$ cat config.mk
export PLATFORM = sky130hd
export DESIGN_NAME = scaled_trimmed_mean_sensor_filter
export DESIGN_NICKNAME = d
export VERILOG_FILES = /design/src/hdl/stmf_pkg.sv /design/src/hdl/scaled_trimmed_mean_sensor_filter.sv
export SDC_FILE = /design/constraint.sdc
export NUM_CORES = 2
export LEC_CHECK = 0
export BUFFER_PORTS_ARGS = -buffer_cell sky130_fd_sc_hd__buf_2
export CAP_MARGIN = 25
export CORE_MARGIN = 10
export CORE_UTILIZATION = 60
export DETAILED_ROUTE_END_ITERATION = 8
export HOLD_SLACK_MARGIN = 0.03
export PLACE_DENSITY_LB_ADDON = 0.08
export SYNTH_ARGS = -nofsm -noshare
export SYNTH_HDL_FRONTEND = slang
export SYNTH_SLANG_ARGS = --single-unit
$ cat constraint.sdc
create_clock -name i_clk -period 12.3 [get_ports i_clk]
set_clock_uncertainty 0.15 [all_clocks]
set_input_delay 0.615 -clock i_clk [delete_from_list [all_inputs] [get_ports i_clk]]
set_output_delay 0.615 -clock i_clk [all_outputs]
set_load 0.1 [all_outputs]
$ cat src/hdl/stmf_pkg.sv
// Shared types and constants for the scaled trimmed-mean sensor filter.
// Payload structs, field widths and configuration register indexes.
// No dependencies.
package stmf_pkg;

    localparam int WINDOW_DEPTH_DEF = 8;

    localparam int SAMPLE_W   = 16;   // raw converter reading
    localparam int GAIN_W     = 15;
    localparam int DIV_W      = 16;   // divisor, also the divider's divisor width
    localparam int VALUE_W    = 31;   // scaled value, mean, threshold
    localparam int CFG_IDX_W  = 2;
    localparam int CFG_DATA_W = 31;

    // configuration register indexes
    localparam logic [CFG_IDX_W-1:0] CFG_GAIN      = 2'd0;
    localparam logic [CFG_IDX_W-1:0] CFG_DIVISOR   = 2'd1;
    localparam logic [CFG_IDX_W-1:0] CFG_THRESHOLD = 2'd2;

    typedef struct packed {
        logic [SAMPLE_W-1:0] raw_sample;
        logic                controller_ready;
    } t_in;

    typedef struct packed {
        logic [VALUE_W-1:0] filtered_value;
        logic               report;
    } t_out;

endpackage

$ cat src/hdl/scaled_trimmed_mean_sensor_filter.sv
// Top level of the scaled trimmed-mean sensor filter: window memory, shared
// restoring divider, walk sequencer and report tracking. Depends on stmf_pkg.
//
// Input (i_in_valid / o_in_ready / i_in_data): one raw sample and the
// controller-ready flag per transaction. Output (o_out_valid / i_out_ready /
// o_out_data): one filtered value and report flag per input, in order.
// Config: gain, divisor, change threshold via i_cfg_we / i_cfg_idx / i_cfg_data;
// written by the user only while idle, not enforced; unknown indexes are ignored.
// Processing: the product is registered into the shared divider, which yields
// one quotient bit per cycle (31 steps for scaling, 31 + log2(depth) for the
// mean), and the window walk reads each slot once. A zero divisor or an empty
// trim skips its division.
// Samples: one at a time; the next is accepted the cycle after the result is
// registered.
// Reset: synchronous, active low: window empty, write slot 0, no reported
// value, gain 1, divisor 1, threshold 0. No memory clearing pass is needed.
// Stall: the result waits in an output register; the next sample is taken and
// processed meanwhile, but the block holds in its final state until that
// register is free.
module scaled_trimmed_mean_sensor_filter #(
    parameter int WINDOW_DEPTH = stmf_pkg::WINDOW_DEPTH_DEF
) (
    input  logic                             i_clk,
    input  logic                             i_rst_n,
    // input transaction
    input  logic                             i_in_valid,
    output logic                             o_in_ready,
    input  stmf_pkg::t_in                    i_in_data,
    // output transaction
    output logic                             o_out_valid,
    input  logic                             i_out_ready,
    output stmf_pkg::t_out                   o_out_data,
    // configuration writes
    input  logic                             i_cfg_we,
    input  logic [stmf_pkg::CFG_IDX_W-1:0]   i_cfg_idx,
    input  logic [stmf_pkg::CFG_DATA_W-1:0]  i_cfg_data
);

    localparam int VW    = stmf_pkg::VALUE_W;
    localparam int DW    = stmf_pkg::DIV_W;
    localparam int AW    = $clog2(WINDOW_DEPTH);
    localparam int CW    = $clog2(WINDOW_DEPTH + 1);
    localparam int SUM_W = VW + $clog2(WINDOW_DEPTH);
    localparam int DC_W  = $clog2(SUM_W + 1);
    localparam logic [CW-1:0] DEPTH_C   = CW'(WINDOW_DEPTH);
    localparam logic [AW-1:0] LAST_SLOT = AW'(WINDOW_DEPTH - 1);

    typedef enum logic [7:0] {
        S_IDLE   = 8'b0000_0001,
        S_MUL    = 8'b0000_0010,  // product into divider
        S_DIVS   = 8'b0000_0100,  // scale division
        S_WRITE  = 8'b0000_1000,  // store scaled value
        S_WALK   = 8'b0001_0000,  // read every slot, track min/max/sum
        S_TRIM   = 8'b0010_0000,  // drop min and max, set up mean division
        S_DIVM   = 8'b0100_0000,  // mean division
        S_FINISH = 8'b1000_0000   // report decision, load output
    } t_state;

    t_state r_state, n_state;

    // configuration
    logic [stmf_pkg::GAIN_W-1:0]  r_gain;
    logic [DW-1:0]                r_divisor;
    logic [VW-1:0]                r_thr;

    // captured input transaction
    logic [stmf_pkg::SAMPLE_W-1:0] r_raw;
    logic                          r_ctrl;

    // shared restoring divider: r_dq shifts dividend out, quotient in
    logic [SUM_W-1:0] r_dq;
    logic [DW-1:0]    r_rem;
    logic [DW-1:0]    r_dvs;
    logic [DC_W-1:0]  r_div_cnt;

    // window store
    logic [VW-1:0]           r_mem [WINDOW_DEPTH];
    logic [WINDOW_DEPTH-1:0] r_valid;
    logic [AW-1:0]           r_wslot;
    logic [VW-1:0]           r_rd_data;

    // walk
    logic [CW-1:0]    r_rd_cnt;
    logic             r_pend;
    logic [AW-1:0]    r_pend_idx;
    logic             r_found;
    logic [VW-1:0]    r_lo, r_hi;
    logic [AW-1:0]    r_lo_at, r_hi_at;
    logic [SUM_W-1:0] r_sum;
    logic [CW-1:0]    r_nval;

    // report tracking and output register
    logic [VW-1:0]  r_last;
    logic           r_last_vld;
    logic           r_out_vld;
    stmf_pkg::t_out r_out;

    logic in_fire;
    assign o_in_ready  = (r_state == S_IDLE);
    assign in_fire     = i_in_valid && o_in_ready;
    assign o_out_valid = r_out_vld;
    assign o_out_data  = r_out;

    // divider step
    logic [DW:0]   div_trial;
    logic          div_ge;
    logic [DW:0]   div_rem_nx;
    logic          div_last;
    assign div_trial  = {r_rem, r_dq[SUM_W-1]};
    assign div_ge     = (div_trial >= {1'b0, r_dvs});
    assign div_rem_nx = div_ge ? (div_trial - {1'b0, r_dvs}) : div_trial;
    assign div_last   = (r_div_cnt == DC_W'(1));

    // scaling product, registered into the divider
    logic [VW-1:0] prod;
    assign prod = VW'(r_raw) * VW'(r_gain);

    // walk read port
    logic          rd_en;
    logic [AW-1:0] rd_addr;
    assign rd_en   = (r_state == S_WALK) && (r_rd_cnt != DEPTH_C);
    assign rd_addr = r_rd_cnt[AW-1:0];

    logic pend_use, take_lo, take_hi;
    assign pend_use = r_pend && r_valid[r_pend_idx];
    assign take_lo  = !r_found || (r_rd_data < r_lo);
    assign take_hi  = !r_found || (r_rd_data > r_hi);

    // trim: one slot dropped when min and max are the same slot, else two
    logic             trim_same;
    logic [CW-1:0]    trim_n;
    logic [SUM_W-1:0] trim_sum;
    assign trim_same = (r_lo_at == r_hi_at);
    assign trim_n    = r_nval - (trim_same ? CW'(1) : CW'(2));
    assign trim_sum  = r_sum - SUM_W'(r_lo) - (trim_same ? SUM_W'(0) : SUM_W'(r_hi));

    // report decision
    logic [VW-1:0] mean, diff;
    logic          report, out_free, fin_fire;
    assign mean     = r_dq[VW-1:0];
    assign diff     = (mean > r_last) ? (mean - r_last) : (r_last - mean);
    assign report   = r_ctrl && (!r_last_vld || (diff > r_thr));
    assign out_free = !r_out_vld || i_out_ready;
    assign fin_fire = (r_state == S_FINISH) && out_free;

    always_comb begin
        n_state = r_state;
        case (r_state)
            S_IDLE:   if (in_fire) n_state = S_MUL;
            S_MUL:    n_state = (r_divisor == '0) ? S_WRITE : S_DIVS;
            S_DIVS:   if (div_last) n_state = S_WRITE;
            S_WRITE:  n_state = S_WALK;
            S_WALK:   if (!rd_en && !r_pend) n_state = S_TRIM;
            S_TRIM:   n_state = (trim_n == '0) ? S_FINISH : S_DIVM;
            S_DIVM:   if (div_last) n_state = S_FINISH;
            S_FINISH: if (out_free) n_state = S_IDLE;
            default:  n_state = S_IDLE;
        endcase
    end

    // control state
    always_ff @(posedge i_clk) begin
        if (!i_rst_n) begin
            r_state    <= S_IDLE;
            r_gain     <= stmf_pkg::GAIN_W'(1);
            r_divisor  <= DW'(1);
            r_thr      <= '0;
            r_valid    <= '0;
            r_wslot    <= '0;
            r_last_vld <= 1'b0;
            r_out_vld  <= 1'b0;
        end else begin
            r_state <= n_state;
            if (i_cfg_we) begin
                case (i_cfg_idx)
                    stmf_pkg::CFG_GAIN:      r_gain    <= i_cfg_data[stmf_pkg::GAIN_W-1:0];
                    stmf_pkg::CFG_DIVISOR:   r_divisor <= i_cfg_data[DW-1:0];
                    stmf_pkg::CFG_THRESHOLD: r_thr     <= i_cfg_data[VW-1:0];
                    default: ;
                endcase
            end
            if (r_state == S_WRITE) begin
                r_valid[r_wslot] <= 1'b1;
                r_wslot <= (r_wslot == LAST_SLOT) ? '0 : r_wslot + 1'b1;
            end
            if (fin_fire) begin
                r_out_vld <= 1'b1;
                if (report) begin
                    r_last_vld <= 1'b1;
                end
            end else if (i_out_ready) begin
                r_out_vld <= 1'b0;
            end
        end
    end

    // window memory: one write port, one registered read port. The write
    // happens in S_WRITE, all reads later in S_WALK, so they never overlap.
    always_ff @(posedge i_clk) begin
        if (r_state == S_WRITE) begin
            r_mem[r_wslot] <= r_dq[VW-1:0];
        end
        if (rd_en) begin
            r_rd_data <= r_mem[rd_addr];
        end
    end

    // datapath
    always_ff @(posedge i_clk) begin
        if (in_fire) begin
            r_raw  <= i_in_data.raw_sample;
            r_ctrl <= i_in_data.controller_ready;
        end
        case (r_state)
            S_MUL: begin
                // product left-aligned so 31 steps leave the quotient in the low bits
                r_dq      <= (r_divisor == '0) ? '0 : {prod, {(SUM_W - VW){1'b0}}};
                r_rem     <= '0;
                r_dvs     <= r_divisor;
                r_div_cnt <= DC_W'(VW);
            end
            S_DIVS, S_DIVM: begin
                r_rem     <= div_rem_nx[DW-1:0];
                r_dq      <= {r_dq[SUM_W-2:0], div_ge};
                r_div_cnt <= r_div_cnt - 1'b1;
            end
            S_WRITE: begin
                r_rd_cnt <= '0;
                r_pend   <= 1'b0;
                r_found  <= 1'b0;
                r_sum    <= '0;
                r_nval   <= '0;
            end
            S_WALK: begin
                r_pend <= rd_en;
                if (rd_en) begin
                    r_rd_cnt   <= r_rd_cnt + 1'b1;
                    r_pend_idx <= rd_addr;
                end
                if (pend_use) begin
                    r_found <= 1'b1;
                    r_sum   <= r_sum + SUM_W'(r_rd_data);
                    r_nval  <= r_nval + 1'b1;
                    if (take_lo) begin
                        r_lo    <= r_rd_data;
                        r_lo_at <= r_pend_idx;
                    end
                    if (take_hi) begin
                        r_hi    <= r_rd_data;
                        r_hi_at <= r_pend_idx;
                    end
                end
            end
            S_TRIM: begin
                r_dq      <= (trim_n == '0) ? '0 : trim_sum;
                r_rem     <= '0;
                r_dvs     <= DW'(trim_n);
                r_div_cnt <= DC_W'(SUM_W);
            end
            default: ;
        endcase
        if (fin_fire) begin
            r_out.filtered_value <= mean;
            r_out.report         <= report;
            if (report) begin
                r_last <= mean;
            end
        end
    end

`ifndef ASSERT_OFF
    // one sample in flight: no acceptance right after an acceptance
    a_one_in_flight: assert property (@(posedge i_clk) disable iff (!i_rst_n)
        in_fire |=> !o_in_ready)
        else $error("sample accepted while previous still in progress");

    // a new result appears only from the final state
    a_out_source: assert property (@(posedge i_clk) disable iff (!i_rst_n)
        $rose(r_out_vld) |-> $past(r_state == S_FINISH))
        else $error("output valid raised outside final state");

    // window slots, once valid, stay valid (checked while walking)
    a_valid_monotone: assert property (@(posedge i_clk) disable iff (!i_rst_n)
        (r_state == S_WALK) |=> ((r_valid & $past(r_valid)) == $past(r_valid)))
        else $error("window valid bit dropped");

    // divider never runs with an exhausted step count
    a_div_count: assert property (@(posedge i_clk) disable iff (!i_rst_n)
        ((r_state == S_DIVS) || (r_state == S_DIVM)) |-> (r_div_cnt != '0))
        else $error("divider step count underflow");
`endif

endmodule
=== After elaboration in Yosys (flattened, before gate mapping) ===
Memories as Yosys holds them, arrays and structs flattened. A register that Yosys moved wholly into a read port is not among the register bits.
Cells that the tools add are included.

* Flip-flop bits (word level): 350
* Latch bits: 0
* Bits in writable memories: 248
* ROM bits: 0
* Input bits: 55
* Output and inout port bits: 34
* Logic and storage cells: 142
* Memories kept: 1

{| class="wikitable"
|+ Memories
! memory !! depth !! width !! read ports !! clocked after memory_dff !! write ports !! RTL line !! source
|-
| r_mem || 8 || 31 || 1 || 1 || 1 || scaled_trimmed_mean_sensor_filter.sv:77 || <nowiki>logic [VW-1:0] r_mem [WINDOW_DEPTH];</nowiki>
|}

* Add/subtract/negate cells: 11
* Multipliers: 1
* Divide/modulo/power cells: 0
* Magnitude comparators: 8
* Equality and inequality tests: 21
* Shift-type cells: 0
* Multiplexer cells: 36
* Bitwise operators: 1
* Reductions and logical operators: 36

{| class="wikitable"
|+ Operator list
! cell !! count
|-
| 2-to-1 mux 34 bit || 3
|-
| case mux 34 bit (3 select lines) || 1
|-
| > comparator 31 bit || 3
|-
| case mux 34 bit (2 select lines) || 1
|-
| subtractor 34 x 31 -> 34 bit || 2
|-
| case mux 16 bit (2 select lines) || 2
|-
| case mux 8 bit (8 select lines) || 1
|-
| 2-to-1 mux 31 bit || 2
|-
| subtractor 31 bit || 2
|-
| 2-to-1 mux 8 bit || 6
|-
| adder 34 x 31 -> 34 bit || 1
|-
| < comparator 31 bit || 1
|-
| multiplier 16 x 15 -> 31 bit || 1
|-
| case mux 6 bit (3 select lines) || 1
|-
| greater-or-equal comparator 17 x 16 -> 1 bit || 1
|-
| zero test 16 bit || 1
|-
| 2-to-1 mux 16 bit || 1
|-
| case mux 4 bit (2 select lines) || 2
|-
| subtractor 16 bit || 1
|-
| AND reduction 2 bit || 7
|-
| 2-to-1 mux 4 bit || 3
|-
| inequality test 2 bit, second input constant || 5
|-
| adder 4 x 1 -> 4 bit, second input constant || 2
|-
| equality test 8 x 1 -> 1 bit, second input constant || 1
|-
| other kinds (36) || 63
|}

=== Logic depth before layout (Yosys ltp) ===
* Depth in word-level cells: 6
* Gate-level depth with buffers: 26
* Gate-level depth less buffers: 24

=== Worst setup path after synthesis ===
Ideal clock, no wire load.

* Kind: reg2reg
* Start: reg r_raw[7] in the netlist's numbering
* End: reg r_dq[33], data pin
* Setup time: 0.261 ns
* Arrival time: 6.264 ns
* Required time: 11.889 ns
* Slack: 5.626 ns
* Stages on the path, launching flop included: 26
* Path buffers: 1
* Period minus slack after synthesis: 6.674 ns
* Path through: edfxtp_1 > clkbuf_1 > and2_1 > fa_1 > inv_1 > fa_1 > inv_1 > fa_1 > inv_1 > fa_1 > inv_1 > fa_1 > inv_1 > fa_1 > inv_1 > ha_1 > a21o_1 > a21o_1 > a21o_1 > or3_1 > a211oi_2 > o211a_1 > o41ai_1 > a21oi_2 > xnor2_1 > a221o_1

* Word-level cells in the longest chain between the ends: 3

{| class="wikitable"
|+ Ends and longest elaborated chain
! element !! RTL line !! source
|-
| start: declaration || scaled_trimmed_mean_sensor_filter.sv:67 || <nowiki>logic [stmf_pkg::SAMPLE_W-1:0] r_raw;</nowiki>
|-
| start signal: assignment || scaled_trimmed_mean_sensor_filter.sv:211 || <nowiki>r_raw <= i_in_data.raw_sample;</nowiki>
|-
| multiplier 16 x 15 -> 31 bit || scaled_trimmed_mean_sensor_filter.sv:116 || <nowiki>assign prod = VW'(r_raw) * VW'(r_gain);</nowiki>
|-
| 2-to-1 mux 34 bit || scaled_trimmed_mean_sensor_filter.sv:217 || <nowiki>r_dq <= (r_divisor == '0) ? '0 : {prod, {(SUM_W - VW){1'b0}}};</nowiki>
|-
| case mux 34 bit (3 select lines) || scaled_trimmed_mean_sensor_filter.sv:214 || <nowiki>case (r_state)</nowiki>
|-
| end signal: assignment || scaled_trimmed_mean_sensor_filter.sv:217 ||
|-
| end signal: assignment || scaled_trimmed_mean_sensor_filter.sv:224 || <nowiki>r_dq <= {r_dq[SUM_W-2:0], div_ge};</nowiki>
|-
| end signal: assignment || scaled_trimmed_mean_sensor_filter.sv:255 || <nowiki>r_dq <= (trim_n == '0) ? '0 : trim_sum;</nowiki>
|-
| end: declaration || scaled_trimmed_mean_sensor_filter.sv:71 || <nowiki>logic [SUM_W-1:0] r_dq;</nowiki>
|}

No other way between the ends.
A chain may end at the register's enable or synchronous reset.

=== Final worst setup path ===
* Start: reg r_raw[10] in the netlist's numbering
* End: reg r_dq[33], data pin

Same word-level chain as after synthesis.

==> reports/qor.txt <==
FF+latch count, synth -> 629
Dpl cells -> 4486
Setup Buffers After CTS -> 0
Die H -> 282 microns
Yosys warns -> 0
Area Overhead vs Synth -> 9.58%
Number of flops mapped to enable cells by yosys -> 546
Vias after detailed routing -> 27558
Setup TNS -> 0 ps
Worst setup path category -> reg -> reg
Dpl hpwl -> 77.5 mm
DRT Wirelength -> 104 mm
First-pass GRT wire length -> 163 mm
Drt first-iter violations -> 1992
Routed Antenna Nets -> 0
Clock buffer depth -> 3
Gr usage total -> 0.266
Commonest non-fill, non-tap cell in the layout -> edfxtp_1
Fraction of layout cells with a size suffix above 1 -> 0.0991
Synth Net Count -> 4233
Die X -> 282 microns
Tcrit/Tclk final -> 0.586
Mapped Avg Cell Area -> 11.3 sq um
I/O pins -> 89
Slew headroom -> 0.214
Hold Fails Final Rpt -> 0
Slew @ Worst Pin -> 1170 ps
Routability congestion estimate -> 0.950
Final Max Slew Viols -> 0
DRC violations left -> 0
Diode count -> 0
Leak pwr -> 18.7 nW
Pin count of the biggest net entering global routing -> 83
Vias in the first global route -> 28406
Max Clock Freq -> 0.139 GHz
Total CTS buffers -> 68
Post-synth top flop -> edfxtp_1
1st-pass router iterations -> 5
Hold/Removal Path Class -> in -> reg
CP Capture Type -> flip-flop
Clk_lat worst skew -> 630 ps
CP max FO -> 15
Critical path startpoint category -> flip-flop
TritonCTS clock tree -> yes
Nets -> 4310
Initial Util -> 0.608
Post-cts sizing count -> 0
Core footprint -> 67500 sq um
RSZ-0062 raised after global routing -> false
Period minus WS final -> 7210 ps
TritonCTS Sinks -> 629
Synth cell types -> 79
Run status -> complete, no violations
Routed wire per std cell -> 22.4 microns
Max VDD drop -> 0.117 mV
Worst path required time -> 12520 ps
CTS root buf -> clkbuf_16
Clock Pin Slew Worst Setup and Hold Paths -> 60 ps
PnR Total Power -> 5.05 mW
Setup Viol. Count Final -> 0
FFs w/ async S/R, synth -> 0
Hold depth -> 1
Grt ovf -> 0
Syn Inst Count -> 3624
Pwr dens -> 112 nW/um^2
Hold Buf Count CTS -> 16
Routed vias/inst -> 5.96
Initial antenna violation count -> 2
Worst Path Arrival -> 7430 ps
Max_cap viols -> 0
Cell area after synthesis -> 41100 sq um
Fin cells -> 4627
Most frequent cells in the layout -> edfxtp_1, inv_1, nand2_1, ha_1, fa_1
Final Util -> 0.666
H-tree levels -> 3
Port bufs -> 88
Seq/Total Area, Yosys -> 0.440
# rows -> 95
Reg2reg path depth -> 24
DIE AREA -> 79300 sq um
-- path summary, 6_finish.rpt --
| path | startpoint | to | slack, ps |
|---|---|---|---|
| max | r_raw[10]$_DFFE_PP_ | r_dq[33]$_DFFE_PP_ | 5090 |
| min | i_in_data[9] | r_raw[8]$_DFFE_PP_ | 70 |
| max reg2reg | r_raw[10]$_DFFE_PP_ | r_dq[33]$_DFFE_PP_ | 5090 |
| min reg2reg | r_thr[2]$_SDFFE_PN0P_ | r_thr[2]$_SDFFE_PN0P_ | 310 |
-- registers in the layout (all words and copies together) (netlist names), 6 cells and up --
| name | cells |
|---|---|
| r_valid | 8 |
| r_lo | 31 |
| o_out_data | 32 |
| r_last | 31 |
| r_mem | 248 |
| r_rd_data | 31 |
| r_thr | 31 |
| r_hi | 31 |
| r_dvs | 16 |
| r_sum | 34 |
| r_gain | 15 |
| r_raw | 16 |
| r_div_cnt | 6 |
| r_divisor | 16 |
| r_state | 8 |
| r_rem | 16 |
| r_dq | 34 |
-- logic make-up (layout without fill, tap and decap cells) --
kind of cell	after synthesis	after routing	share of synthesized area
mux	122	122	0.0504
compound gates	682	682	0.110
buf+inv	585	715	0.0540
flops	629	629	0.440
xor+xnor	136	136	0.0290
fa+ha+maj	554	554	0.208
simple gates	916	916	0.108
-- area by class of cell --
cell class | instances | area (sq um)
clock buffers | 81 | 1780
clock inverters | 42 | 538
fillers | 5066 | 22500
inverters | 443 | 1660
multi-input cells | 2410 | 20900
flip-flops and latches | 629 | 18100
well taps | 873 | 1090
repair buffers | 149 | 978
-- routing by layer --
layer,vias to the layer above,global-route usage,share of wire
met1,13728,0.366,0.44
met4,0,0.0765,0.028
li1,12835,-,-
met2,836,0.431,0.46
met3,159,0.0445,0.063
met5,-,0,0
-- power breakdown --
| group | switching [mW] | internal (mW) | leakage [nW] |
|---|---|---|---|
| Combinational | 0.328 | 0.226 | 12.1 |
| Clock | 0.893 | 1.22 | 1.11 |
| Sequential | 0.0464 | 2.34 | 5.53 |
| Total | 1.27 | 3.79 | 18.7 |
-- synth_stat cells (7+ instances only) --
master,count,area (sq um)
xnor2_1,72,631
o211ai_1,11,82.6
mux4_2,64,1440
mux2_2,38,428
nor2_1,144,541
a211oi_1,21,158
nand3_1,35,175
mux2i_1,20,200
a31oi_1,11,68.8
nand4_1,45,282
edfxtp_1,546,16400
a21boi_0,64,480
nor4_1,10,62.6
a22oi_1,17,128
or3_1,8,50.1
buf_2,18,90.1
a21oi_1,167,836
nor2b_1,35,219
dfxtp_1,83,1660
o221ai_1,11,96.3
fa_1,216,4320
a221oi_1,8,70.1
and2_1,162,1010
o31ai_1,12,90.1
buf_1,8,30.0
clkbuf_1,116,435
o21bai_1,17,128
nand2b_1,32,200
ha_1,338,4230
and3_1,13,81.3
nand2_1,360,1350
nor3_1,36,180
nor3b_1,7,52.6
o21a_1,23,173
o21ai_0,95,475
inv_1,443,1660
a21o_1,131,983
o21ai_1,26,130
xor2_1,64,561
-- stage by stage --
| step | hold WS, ps | setup WS (ps) | cell area [sq um] |
|---|---|---|---|
| after floorplan | 274 | 5630 | 41100 |
| after global placement | 293 | 5100 | 42400 |
| after detailed placement | 304 | 5080 | 42500 |
| after CTS | 43.9 | 5070 | 45000 |
| after global routing | 43.3 | 4770 | 45000 |
| final | 67.0 | 5090 | 45000 |
-- worst max-delay path, cell delays in order (launching register included) --
cell and delay [ps]:
edfxtp_1 620, and2_1 290, fa_1 540, inv_1 60
fa_1 530, inv_1 60, fa_1 500, inv_1 50
fa_1 520, inv_1 50, fa_1 470, inv_1 50
fa_1 470, inv_1 40, ha_1 320, a21o_1 210
a21o_1 190, a21o_1 160, or3_1 400, a211oi_2 380
o211a_1 210, o41ai_1 90, a21oi_2 150, xnor2_1 80
a221o_1 340
Note: power is estimated with default switching activity, not from simulation.
